`src/rtl/ofe_pkg.sv`:
```
package ofe_pkg;

  localparam int CH_W       = 2;
  localparam int CHANNELS   = 2 ** CH_W;
  localparam int MAX_FRAME  = 64;
  localparam int LEN_W      = 7;
  localparam int POS_W      = 7;
  localparam int RING_SLOTS = 2 ** POS_W;
  localparam int RAM_DEPTH  = CHANNELS * RING_SLOTS;
  localparam int RAM_AW     = CH_W + POS_W;
  localparam int SAMPLE_W   = 16;
  localparam int IDX_W      = 6;
  localparam int JOBQ_DEPTH = CHANNELS;
  localparam int JOBQ_AW    = CH_W;
  localparam int OUT_AW     = 2;
  localparam int OUT_DEPTH  = 2 ** OUT_AW;
  localparam int OUT_CW     = OUT_AW + 1;
  localparam int CFG_IDX_W  = 2;
  localparam int CFG_DATA_W = 7;

  typedef enum logic [CFG_IDX_W-1:0] {
    REG_FRAME_LENGTH = 2'd0,
    REG_HOP_LENGTH   = 2'd1,
    REG_ZERO_PREFILL = 2'd2
  } cfg_reg_e;

  typedef enum logic {
    BK_IDLE,
    BK_RUN
  } back_state_e;

  typedef struct packed {
    logic [LEN_W-1:0] frame;
    logic [LEN_W-1:0] hop;
    logic [LEN_W-1:0] cap;
    logic [IDX_W-1:0] prefill;
  } cfg_t;

  typedef struct packed {
    logic [CH_W-1:0]  ch;
    logic [POS_W-1:0] rp;
    logic [IDX_W-1:0] ov;
    logic             ok;
  } job_t;

  typedef struct packed {
    logic            valid;
    logic [CH_W-1:0] ch;
  } done_t;

  typedef struct packed {
    logic [CH_W-1:0]     ch;
    logic [SAMPLE_W-1:0] sample;
    logic [IDX_W-1:0]    pos;
    logic                ok;
    logic                last;
  } res_t;

  function automatic logic [LEN_W-1:0] clamp_len(input logic [LEN_W-1:0] v);
    return (v == '0) ? LEN_W'(1) :
           (v > LEN_W'(MAX_FRAME)) ? LEN_W'(MAX_FRAME) : v;
  endfunction

endpackage

```
`src/rtl/ofe_back.sv`:
```
module ofe_back (
  input  logic                         clk_i,
  input  logic                         rst_ni,
  input  ofe_pkg::cfg_t                cfg_i,
  input  logic                         jobq_empty_i,
  output logic                         job_pop_o,
  input  ofe_pkg::job_t                job_i,
  output ofe_pkg::done_t               done_o,
  output logic                         ram_re_o,
  output logic [ofe_pkg::RAM_AW-1:0]   ram_raddr_o,
  input  logic [ofe_pkg::SAMPLE_W-1:0] ram_rdata_i,
  output logic                         empty_o,
  input  logic                         pop_i,
  output ofe_pkg::res_t                res_o
);
  import ofe_pkg::*;

  back_state_e      state_q, state_d;
  logic [CH_W-1:0]  ch_q;
  logic [POS_W-1:0] pos_q, pos_next;
  logic [IDX_W-1:0] ov_q;
  logic             ok_q;
  logic [IDX_W-1:0] k_q;

  logic             s1_valid_q;
  res_t             s1_res_q;
  logic             s1_zero_q;

  res_t             fifo_q [OUT_DEPTH];
  logic [OUT_AW-1:0] wr_q, rd_q;
  logic [OUT_CW-1:0] cnt_q;

  logic             issue_ok, issue, is_last, is_zero, do_pop;
  res_t             push_res;

  assign issue_ok = (cnt_q + OUT_CW'(s1_valid_q)) < OUT_CW'(OUT_DEPTH);
  assign is_last  = ~ok_q | (({1'b0, k_q} + LEN_W'(1)) == cfg_i.frame);
  assign is_zero  = ~ok_q | ((pos_q >= {1'b0, ov_q}) && (pos_q < {1'b0, cfg_i.prefill}));
  assign pos_next = (pos_q + POS_W'(1) == cfg_i.cap) ? '0 : pos_q + POS_W'(1);

  always_comb begin
    state_d = state_q;
    case (state_q)
      BK_IDLE: begin
        if (!jobq_empty_i) begin
          state_d = BK_RUN;
        end
      end
      BK_RUN: begin
        if (issue_ok && is_last) begin
          state_d = BK_IDLE;
        end
      end
      default: state_d = BK_IDLE;
    endcase
  end

  always_comb begin
    job_pop_o    = 1'b0;
    issue        = 1'b0;
    case (state_q)
      BK_IDLE: job_pop_o = ~jobq_empty_i;
      BK_RUN:  issue     = issue_ok;
      default: ;
    endcase
    done_o.valid = issue & is_last;
    done_o.ch    = ch_q;
    ram_re_o     = issue & ok_q;
    ram_raddr_o  = {ch_q, pos_q};
  end

  always_comb begin
    push_res        = s1_res_q;
    push_res.sample = s1_zero_q ? '0 : ram_rdata_i;
  end

  assign do_pop  = pop_i & ~empty_o;
  assign empty_o = (cnt_q == '0);
  assign res_o   = fifo_q[rd_q];

  always_ff @(posedge clk_i or negedge rst_ni) begin
    if (!rst_ni) begin
      state_q    <= BK_IDLE;
      s1_valid_q <= 1'b0;
      wr_q       <= '0;
      rd_q       <= '0;
      cnt_q      <= '0;
    end else begin
      state_q    <= state_d;
      s1_valid_q <= issue;
      if (s1_valid_q) begin
        wr_q <= wr_q + OUT_AW'(1);
      end
      if (do_pop) begin
        rd_q <= rd_q + OUT_AW'(1);
      end
      cnt_q <= cnt_q + OUT_CW'(s1_valid_q) - OUT_CW'(do_pop);
    end
  end

  always_ff @(posedge clk_i) begin
    if (job_pop_o) begin
      ch_q  <= job_i.ch;
      pos_q <= job_i.rp;
      ov_q  <= job_i.ov;
      ok_q  <= job_i.ok;
      k_q   <= '0;
    end else if (issue) begin
      pos_q <= pos_next;
      k_q   <= k_q + IDX_W'(1);
    end
    if (issue) begin
      s1_res_q.ch     <= ch_q;
      s1_res_q.sample <= '0;
      s1_res_q.pos    <= ok_q ? k_q : '0;
      s1_res_q.ok     <= ok_q;
      s1_res_q.last   <= is_last;
      s1_zero_q       <= is_zero;
    end
    if (s1_valid_q) begin
      fifo_q[wr_q] <= push_res;
    end
  end

`ifndef SYNTHESIS
  a_no_overflow: assert property (@(posedge clk_i) disable iff (!rst_ni)
    s1_valid_q |-> (cnt_q < OUT_CW'(OUT_DEPTH)))
    else $error("result queue overflow");

  a_index_in_frame: assert property (@(posedge clk_i) disable iff (!rst_ni)
    (state_q == BK_RUN && ok_q) |-> ({1'b0, k_q} < cfg_i.frame))
    else $error("frame index past frame length");
`endif

endmodule

```
`config.mk`:
```
export PLATFORM = sky130hd
export DESIGN_NAME = ofe_back
export DESIGN_NICKNAME = d
export VERILOG_FILES = /design/src/rtl/ofe_pkg.sv /design/src/rtl/ofe_back.sv
export SDC_FILE = /design/constraint.sdc
export NUM_CORES = 1
export LEC_CHECK = 0
export BUFFER_PORTS_ARGS = -buffer_cell sky130_fd_sc_hd__buf_2
export CAP_MARGIN = 20
export CORE_ASPECT_RATIO = 0.5
export CORE_UTILIZATION = 51
export DETAILED_ROUTE_END_ITERATION = 7
export GPL_TIMING_DRIVEN = 0
export PLACE_DENSITY_LB_ADDON = 0.1
export SLEW_MARGIN = 20
export SYNTH_ARGS = -nofsm -noshare
export SYNTH_HDL_FRONTEND = slang
export SYNTH_SLANG_ARGS = --single-unit
```
`constraint.sdc`:
```
create_clock -name clk_i -period 2.4 [get_ports clk_i]
set_input_delay 0.6 -clock clk_i [delete_from_list [all_inputs] [get_ports clk_i]]
set_output_delay 0.6 -clock clk_i [all_outputs]
set_load 0.02 [all_outputs]
```
* Word level (Yosys, flattened, before mapping)
Memory sizes are Yosys's and may differ from the RTL's.
Index checks and enable logic that the tools add are counted.
** Word-level totals
- Input port bits :: 63
- Flip-flop bits (word level) :: 42
- Memories kept :: 1
- Memory bits (writable) :: 104
- Output and inout port bits :: 41
- Word-level logic and storage cells :: 52
** Operators by class
- Muxes and demuxes :: 11
- Order comparisons :: 3
- Add/sub/neg operators :: 7
- Eq/ne operators :: 2
- Reductions and logical operators :: 4
- Bitwise logic cells :: 9
** Memories
- fifo_q :: words 4, bits a word 26, rd ports 1, clocked after memory_dff 0, write ports 1, RTL line ofe_back.sv:29 : res_t fifo_q [OUT_DEPTH];
** Operators by type and width (number)
- 7-bit 2-to-1 mux :: 3
- 16-bit 2-to-1 mux :: 1
- 7-bit == test :: 2
- 6-bit by 1-bit adder with 7-bit output, second input constant :: 1
- 7-bit by 1-bit adder with 7-bit output, second input constant :: 1
- 7-bit by 6-bit greater-or-equal comparator with 1-bit output :: 1
- 7-bit by 6-bit < comparator with 1-bit output :: 1
- 6-bit by 1-bit adder with 6-bit output, second input constant :: 1
- 1-bit 2-to-1 mux :: 6
- 2-bit by 1-bit adder with 2-bit output, second input constant :: 2
- 1-bit NOT :: 4
- 3-bit by 1-bit adder with 3-bit output :: 1
- 1-bit bitwise AND :: 3
- 3-bit zero test :: 1
- 3-bit < comparator, second input constant :: 1
- 3-bit by 1-bit subtractor with 3-bit output :: 1
- 1-bit logical AND :: 2
- 1-bit OR :: 2
- 1-bit one-hot mux with 2 select lines :: 1
- 2-bit nonzero test :: 1

* Depth between registers and ports, before layout
Gate-level depths: netlist (run 1).
- Word-level depth :: 6
- Gate-level depth with buffers :: 8
- Mapped depth without buffers :: 8

* Least setup slack after synthesis (run 1)
No wires, ideal clock.
- Path type :: reg2out
- Start point :: register s1_valid_q
- End point :: output done_o[2] (netlist bit)
- Setup slack :: -0.055 ns
- Arrival :: 1.855 ns
- Path buffers :: 0
- Required time :: 1.800 ns
- Stages on the path, launching flop included :: 7
- Cell sequence :: dfrtp_1 > ha_1 > ha_1 > xnor2_1 > nand2_1 > clkinv_1 > and2_1
** RTL lines
- start: declaration :: RTL line ofe_back.sv:25 : logic s1_valid_q;
- start signal: assignment :: RTL line ofe_back.sv:90 : s1_valid_q <= issue;
- end: declaration :: RTL line ofe_back.sv:8 : output ofe_pkg::done_t done_o,

==> out/summary.txt, run 1 <==
Layout area overhead: 28.0%
vias per cell: 5.16
Die Footprint: 0.0127 sq mm
Final GP Congestion: 0.795
outcome: complete, but fails checks
Synth top area share: 0.632
CP max-delay cell: dfxtp_2
IO Pins: 104
sequential cell area fraction in the yosys report: 0.688
nets@finish: 591
ys flop type: edfxtp_1
TritonCTS clock tree: yes
reg-to-reg startpoint: pos_q[0]
Leakage: 3.06 nW
fmax: 375 MHz
largest net degree at the start of global routing: 27
critical path required time: 1.80 ns
non-filler cells, final: 685
total power per unit cell area: 1380 mW/mm^2
drt pass-1 iters: 4
final instance area: 0.00796 sq mm
unique cell type count in the Yosys netlist: 42
Post-Synthesis Cells: 370
Antenna Nets Post-Route: 0
die extent in x: 158 um
relative slew slack: 0.511
Worst-Skew Late Latency: 0.41 ns
Tot Pwr: 11.0 mW
most common cell in the netlist: edfxtp_1
Multi-input gate area: 0.00193 sq mm
final worst slack: -0.266 ns
# diodes: 0
Mapped Area: 0.00622 sq mm
CP Buf/Inv Count: 1
global-route wire length before repair: 17600 um
Starting Density: 0.526
Cells after DPL: 631
H-tree levels: 4
Slew Viols, Final: 0
DRT Wirelength: 11300 um
clock slew at reported path FFs: 0.06 ns
Crit. End Element: primary output
DRC: 0
async set or reset register ratio after synthesis: 0.0616
Mean Syn Cell Area: 16.8 sq um
critical path fanouts, max: 6
Setup-failing EPs final: 1
Top Family by Delay on Critical Path: simple AND/OR/NAND/NOR gates
GRT Util Overall: 0.195
CTS root buf: clkbuf_16
Max IR drop VDD: 0.698 mV
Sink Count: 146
FF+latch count, synth: 146
Arrival @ worst endpoint: 2.07 ns
Row Count: 28
hold_buf cts: 0
GRT overflow: 0
Final Hold Fails: 0
Register Area: 0.00430 sq mm
Worst path max stage delay: 0.39 ns
Area contributors post-synth: edfxtp_1 (63%), mux4_2 (9.4%), ha_1 (4.2%)
initial DRC count: 154
Die Height: 80.1 um
CTS Buf Count: 17
fillcell total: 864
Vias: 3534
share of cells above drive strength 1: 0.417
top cells by count, synth: edfxtp_1 (131), mux4_2 (26), ha_1 (21)
initial antenna violation count: 0
WS Path Type: reg -> out
CORE AREA: 0.0118 sq mm
CP startpoint: k_q[3]
Post-DP Area: 0.00692 sq mm
syn nets: 454
period utilization: 1.11
RSZ-0062 raised after global routing: yes
vias in the first global route: 3511
DP HPWL: 7070 um
Max-Cap Viols: 0
count of flip-flops with a built-in enable after synthesis: 131
Min Clock Period, post-route: 2.67 ns
Worst-Margin Slew: 0.734 ns
Clock Skew: 0.0103 ns
yosys warns: 0
Critical Path Source Type: register
PortBufs: 96
CTS Buffer Depth: 2
Worst Hold Class: in -> async
Synth area leader: edfxtp_1
failing checks: setup timing
Cell Chain, Critical Path: nand2_1 > or2_2 > xnor2_1 > o41ai_4 > and2_4 > buf_6
WL/cell: 16.6 um
-- layout by cell type, fill, tap and decap left out, types with 5 or more instances in the layout --
cell type and instances:
xor2_1 10, nand2_1 17, dfrtp_1 7, clkinvlp_4 6, xnor2_1 11, nor2_1 9, a21o_1 6, nor2b_1 18
ha_1 18, and2_1 5, buf_2 87, buf_6 11, o21ai_0 8, a21oi_1 5, nand3_1 10, buf_4 23
inv_6 6, and2_2 5, a211oi_1 9, inv_1 17, edfxtp_1 131, clkbuf_16 19, mux4_2 26
-- layout make-up --
| type | count | share of cell area |
|---|---|---|
| inverters | 19 | 0.0110 |
| well taps | 165 | 0.0259 |
| clock buffers | 18 | 0.0539 |
| plain buffers | 11 | 0.0138 |
| flip-flops and latches | 146 | 0.539 |
| clock inverters | 14 | 0.0179 |
| repair buffers | 119 | 0.0963 |
| multi-input cells | 193 | 0.242 |
-- routing by layer --
layer	track usage	wire [um]	up-vias
met1	0.255	5250	1722
met4	0.0635	53	0
met2	0.307	5260	111
li1	-	-	1696
met5	0	0	-
met3	0.0696	776	5
-- logic make-up after synthesis --
kind of cell	count (synthesis)	synth area share
XOR/XNOR	25	0.0398
multiplexers	26	0.0941
adder cells (fa/ha/maj)	21	0.0422
AND/OR/NAND/NOR	85	0.0742
AO/OA/AOI/OAI	36	0.0408
flip-flops	146	0.688
buffers and inverters	31	0.0213
-- registers in the layout, indices dropped and copies added (netlist names) --
signal	count
rd_q	2
state_q	1
k_q	6
s1_zero_q	1
fifo_q	104
cnt_q	3
s1_valid_q	1
wr_q	2
ov_q	6
ch_q	2
ok_q	1
pos_q	7
push_res	10
-- per-stage QoR --
step | worst slack (ns) | utilization | hold slack [ns] | TNS, ns
after floorplan | 0.102 | - | 0.304 | 0
after CTS | -0.273 | 0.656 | 0.0208 | -0.290
after global placement | -0.231 | 0.584 | 0.459 | -2.22
after detailed placement | -0.242 | 0.584 | 0.464 | -1.74
final | -0.266 | 0.673 | 0.0355 | -0.266
after global routing | -0.375 | 0.673 | 0.0343 | -0.453
-- timing repair --
| action | 4_1_cts | 5_1_grt |
|---|---|---|
| gates cloned | 0 | 2 |
| resized for setup | 49 | 21 |
| buffers inserted | 12 | 9 |
| setup endpoints to repair | 25 | 19 |
| pin swaps | 7 | 1 |
-- worst paths after layout --
| check | to | slack [ns] | cells past startpoint |
|---|---|---|---|
| max reg2reg | pos_q[4] | 0.19 | 6 |
| max | done_o[2] | -0.27 | 6 |
| min in group clk_i | ov_q[5] | 0.36 | 1 |
| min | cnt_q[0] | 0.04 | 1 |
| max in group asynchronous | s1_valid_q | 2.16 | 1 |
| min reg2reg | push_res[24] | 0.49 | 0 |
-- report_power, final --
part           internal [mW]  total (mW)  leakage (nW)  switching, mW
clock network           1.46        2.53         0.265           1.07
logic                   1.98        4.13          1.42           2.15
registers               3.82        4.33          1.37          0.508
total                   7.26        11.0          3.06           3.73
No activity file was read; power rests on OpenSTA's default activity.
==> inputs of run 2 (changes only) <==
--- a/config.mk
+++ b/config.mk
@@ -10,3 +10,3 @@
 export CORE_ASPECT_RATIO = 0.5
-export CORE_UTILIZATION = 51
+export CORE_UTILIZATION = 56
 export DETAILED_ROUTE_END_ITERATION = 7
==> constraint.sdc (replaced) <==
create_clock -name clk_i -period 2.7 [get_ports clk_i]
set_input_delay 0.675 -clock clk_i [delete_from_list [all_inputs] [get_ports clk_i]]
set_output_delay 0.675 -clock clk_i [all_outputs]
set_load 0.05 [all_outputs]
==> out/summary.txt, run 2 (synthesis results as in run 1) <==
outcome: complete, but fails checks
failing checks: setup timing
Arrival @ worst endpoint: 2.08 ns (about the same)
commonest non-fill, non-tap cells in the layout: edfxtp_1 (131), buf_2 (97), mux4_2 (26), ha_1 (20), nor2b_1 (18)
reg-to-reg startpoint: state_q
Slew Viols, Final: 0 (unchanged)
GRT Util Overall: 0.222 (+0.0270)
Tot Pwr: 10.3 mW (-6.2%)
RSZ-0062 raised after global routing: yes
Die Height: 76.5 um (-4.5%)
CORE AREA: 0.0105 sq mm (-11%)
Setup-failing EPs final: 1 (unchanged)
Worst Hold Class: in -> async
Worst-Skew Late Latency: 0.41 ns (about the same)
total power per unit cell area: 1350 mW/mm^2 (-2.3%)
drt pass-1 iters: 4 (unchanged)
Register Area: 0.00429 sq mm (about the same)
final worst slack: -0.0560 ns (+0.210 ns)
Clock Skew: 0.00737 ns (-0.00297 ns)
Critical Path Source Type: register
Multi-input gate area: 0.00186 sq mm (-3.2%)
hold_buf cts: 0 (unchanged)
fmax: 363 MHz
Final Hold Fails: 0 (unchanged)
DP HPWL: 7580 um (+7.2%)
Max IR drop VDD: 0.738 mV (+5.8%)
share of cells above drive strength 1: 0.374 (-0.0431)
DRC: 0 (unchanged)
commonest non-fill, non-tap cell in the layout: edfxtp_1
Crit. End Element: primary output
Starting Density: 0.592 (+0.0667)
worst r2r path cells: 7 (+1)
# diodes: 0 (unchanged)
CTS Buf Count: 17 (unchanged)
r2r endpoint: pos_q[2]
initial antenna violation count: 0 (unchanged)
GRT overflow: 0 (unchanged)
H-tree levels: 4 (unchanged)
relative slew slack: 0.514 (+0.00291)
Die Footprint: 0.0116 sq mm (-8.8%)
global-route wire length before repair: 18600 um (+5.6%)
Min Clock Period, post-route: 2.76 ns
largest net degree at the start of global routing: 27 (unchanged)
Leakage: 2.94 nW (-3.7%)
Setup WS pre-CTS: -0.397 ns (-0.155 ns)
die extent in x: 151 um (-4.5%)
r2r setup slk: 0.44 ns (+0.25 ns)
DRT Wirelength: 11600 um (+2.3%)
Hold WS: 0.121 ns (+0.0857 ns)
WL/cell: 18.0 um (+8.7%)
clock slew at reported path FFs: 0.06 ns (about the same)
Max-Cap Viols: 0 (unchanged)
nets@finish: 576 (-2.5%)
vias per cell: 5.46 (+5.9%)
critical path fanouts, max: 5 (-1)
CTS root buf: clkbuf_16
PortBufs: 96 (unchanged)
Antenna Nets Post-Route: 0 (unchanged)
CTS Buffer Depth: 2 (unchanged)
Sink Count: 146 (unchanged)
IO Pins: 104 (unchanged)
TritonCTS clock tree: yes
Vias: 3523 (-0.31%)
max reg flops: 104 (unchanged)
Layout area overhead: 22.9%
Final GP Congestion: 0.867 (+9.0%)
critical path required time: 2.03 ns (+0.23 ns)
Worst-Margin Slew: 0.729 ns (-0.00437 ns)
Reg with most FFs: fifo_q
fillcell total: 651 (-25%)
WS Path Type: reg -> out
Row Count: 26 (-7.1%)
initial DRC count: 155 (+0.65%)
period utilization: 1.02
vias in the first global route: 3799 (+8.2%)
## run 2: cell count changes in the layout (fill, tap and decap cells not counted), sizes merged
cell	before	now
buf	125	111
clkinv	1	9
bufinv	1	4
clkinvlp	6	2
inv	25	17
## run 2: worst max path at each step
stage	startpoint	slack (ns)	to	depth (start not counted)
2_1_floorplan	s1_valid_q	0.06	done_o[2]	6
3_3_place_gp	s1_valid_q	-0.30	done_o[2]	7
3_5_place_dp	s1_valid_q	-0.40	done_o[2]	7
4_1_cts	k_q[0]	-0.08	done_o[2]	7
5_1_grt	k_q[0]	-0.17	done_o[2]	7
6_report	k_q[0]	-0.06	done_o[2]	7
## run 2: timing repair
action | CTS | global route
setup buffers | 6 | 1
gates resized for setup | 28 | 3
cloned | 1 | 0
endpoints found under the setup margin | 22 | 19
pin swaps | 6 | 1
## run 2: where the power goes
group / switching [mW] / internal [mW]
Combinational: 2.68 / 1.40
Clock: 0.838 / 1.53
Sequential: 0.462 / 3.39
Total: 3.98 / 6.33
## run 2: final cells by class
| cell class | count | area share |
|---|---|---|
| multi-input combinational | 193 | 0.244 |
| tap | 140 | 0.0229 |
| clock buffer | 20 | 0.0571 |
| clock inverter | 12 | 0.0214 |
| inverter | 19 | 0.0114 |
| sequential | 146 | 0.561 |
| timing repair buffer | 103 | 0.0705 |
| buffer | 11 | 0.0108 |
| timing repair inverter | 1 | 0.00114 |
## run 2: metal layers
metal / share of wire / GRT usage
met1: 0.43 / 0.270
met2: 0.50 / 0.371
met3: 0.057 / 0.0725
met4: 0.015 / 0.0840
met5: 0 / 0
## run 2: metrics by stage
stage | utilization | cell area, sq um | std cells | TNS [ns]
after detailed placement | 0.655 | 6880 | 606 | -0.397
after floorplan | - | 6220 | 370 | 0
after global placement | 0.655 | 6880 | 606 | -0.304
after global routing | 0.728 | 7650 | 645 | -0.166
after CTS | 0.726 | 7630 | 644 | -0.0820
final | 0.728 | 7650 | 645 | -0.0560
## run 2: critical path, cell delays in order, from the launching register on
cell and delay, ns:
dfxtp_4 0.38, ha_4 0.16, nand2b_1 0.07, o211ai_1 0.17
a31oi_1 0.15, o41ai_4 0.39, and2_1 0.19, buf_6 0.16
==> inputs of run 3 (changes only) <==
Settings changed: CORE_UTILIZATION 56 to 51.
Clock period 2.7 ns to 2.4 ns, I/O delays scaled along.
==> out/summary.txt, run 3 (synthesis results as in run 1) <==
Worst-Skew Late Latency: 0.42 ns (about the same)
Layout area overhead: 29.6%
Register Area: 0.00430 sq mm (+0.12%)
Top Family by Delay on Critical Path: simple AND/OR/NAND/NOR gates
failing checks: setup timing
r2r endpoint: pos_q[2]
Antenna Nets Post-Route: 0 (unchanged)
DP HPWL: 6980 um (-7.9%)
die extent in x: 158 um (+4.7%)
GRT overflow: 0 (unchanged)
Starting Density: 0.526 (-0.0667)
Leakage: 3.08 nW (+4.5%)
relative slew slack: 0.516 (+0.00233)
PortBufs: 96 (unchanged)
Setup WS pre-CTS: -0.372 ns (+0.0249 ns)
CORE AREA: 0.0118 sq mm (+13%)
Worst Hold Class: in -> async
Sink Count: 146 (unchanged)
r2r setup slk: 0.14 ns (-0.30 ns)
vias in the first global route: 3433 (-9.6%)
Die Height: 80.1 um (+4.7%)
Vias: 3488 (-0.99%)
critical path fanouts, max: 6 (+1)
CTS Buffer Depth: 2 (unchanged)
total power per unit cell area: 1530 mW/mm^2 (+14%)
CP Buf/Inv Count: 1 (unchanged)
Setup-failing EPs final: 9 (+8)
fillcell total: 832 (+28%)
Critical Path Source Type: register
commonest non-fill, non-tap cells in the layout: edfxtp_1 (131), buf_2 (68), mux4_2 (26), buf_6 (25)
critical path required time: 1.80 ns (-0.23 ns)
RSZ-0062 raised after global routing: yes
final core occ: 0.681 (-0.0470)
vias per cell: 5.18 (-5.3%)
DRT Wirelength: 11400 um (-1.4%)
Worst-Margin Slew: 0.726 ns (-0.00350 ns)
WL/cell: 17.0 um (-5.7%)
Cell Chain, Critical Path: ha_4 > nand3_1 > nor3_2 > a31oi_2 > o41ai_4 > and2_4 > buf_12
initial antenna violation count: 1 (+1)
WS Path Type: reg -> out
largest net degree at the start of global routing: 27 (unchanged)
Slew Viols, Final: 0 (unchanged)
IO Pins: 104 (unchanged)
period utilization: 1.13
max reg flops: 104 (unchanged)
TritonCTS clock tree: yes
Multi-input gate area: 0.00193 sq mm (+3.4%)
Max IR drop VDD: 0.697 mV (-5.6%)
Final Hold Fails: 0 (unchanged)
Tot Pwr: 12.3 mW (+20%)
final worst slack: -0.300 ns (-0.244 ns)
share of cells above drive strength 1: 0.407 (+0.0324)
reg-to-reg startpoint: pos_q[0]
nets@finish: 580 (+0.69%)
Arrival @ worst endpoint: 2.10 ns (+0.02 ns)
initial DRC count: 183 (+18%)
commonest non-fill, non-tap cell in the layout: edfxtp_1
GRT Util Overall: 0.195 (-0.0275)
Worst path max stage delay: 0.40 ns (about the same)
Hold WS: 0.0325 ns (-0.0886 ns)
fmax: 370 MHz
Final GP Congestion: 0.832 (-4.1%)
H-tree levels: 4 (unchanged)
Row Count: 28 (+7.7%)
Reg with most FFs: fifo_q
DRC: 0 (unchanged)
Crit. End Element: primary output
# diodes: 0 (unchanged)
Max-Cap Viols: 0 (unchanged)
Clock Skew: 0.00947 ns (+0.00210 ns)
drt pass-1 iters: 4 (unchanged)
CP max-delay cell: o41ai_4
CTS root buf: clkbuf_16
outcome: complete, but fails checks
clock slew at reported path FFs: 0.06 ns (about the same)
CTS Buf Count: 17 (unchanged)
global-route wire length before repair: 17700 um (-4.9%)
Min Clock Period, post-route: 2.70 ns
worst r2r path cells: 6 (-1)
Die Footprint: 0.0127 sq mm (+9.6%)
## run 3: cell count changes in the layout (fill, tap and decap cells not counted), sizes merged
cell    before  now
inv         17   25
buf        111  115
clkinv       9    5
bufinv       4    2
clkbuf      23   21
## run 3: worst max-delay path by stage
stage	start	end	slack, ns	cells after the start
finish	k_q[0]	done_o[2]	-0.30	7
global route	k_q[0]	done_o[2]	-0.39	7
CTS	k_q[0]	done_o[2]	-0.32	7
detailed placement	k_q[0]	done_o[2]	-0.37	7
global placement	k_q[0]	done_o[2]	-0.37	7
floorplan	k_q[0]	done_o[2]	0.03	6
## run 3: final cells by class
cell class / instances / share of cell area
clock buffers: 17 / 0.0528
repair buffers: 108 / 0.104
multi-input cells: 193 / 0.239
well taps: 165 / 0.0256
inverters: 19 / 0.0109
flip-flops and latches: 146 / 0.533
plain buffers: 11 / 0.0137
clock inverters: 15 / 0.0209
## run 3: worst register-to-register path: stages, from the launching register on
cell,delay (ns)
edfxtp_1,0.54
ha_1,0.32
xnor2_1,0.24
xor2_1,0.17
o2111ai_1,0.19
nor3b_2,0.44
a211oi_1,0.09
## run 3: what timing repair did
item                       4_1_cts  5_1_grt
setup endpoints to repair       29       28
pin swaps                        7        3
gates resized for setup         87       31
setup buffers                   10        0
gates cloned                     1        1
hold buffers                     0        0
## run 3: per-layer routing
metal / track usage / wire length, um / vias up
li1: - / - / 1671
met1: 0.256 / 5260 / 1692
met2: 0.304 / 5330 / 107
met3: 0.0577 / 678 / 18
met4: 0.0856 / 168 / 0
met5: 0 / 0 / -
## run 3: metrics by stage
| step | TNS, ns | std cells | cell area (sq um) |
|---|---|---|---|
| detailed placement | -3.78 | 631 | 6920 |
| CTS | -0.792 | 673 | 7940 |
| finish | -0.720 | 674 | 8060 |
| global placement | -3.68 | 631 | 6920 |
| global route | -1.75 | 674 | 8060 |
| floorplan | 0 | 370 | 6230 |
## run 3: where the power goes
group          total (mW)  internal, mW  switching (mW)
clock                2.64          1.56            1.08
sequential           4.34          3.82           0.527
combinational        5.35          2.24            3.11
total                12.3          7.62            4.72
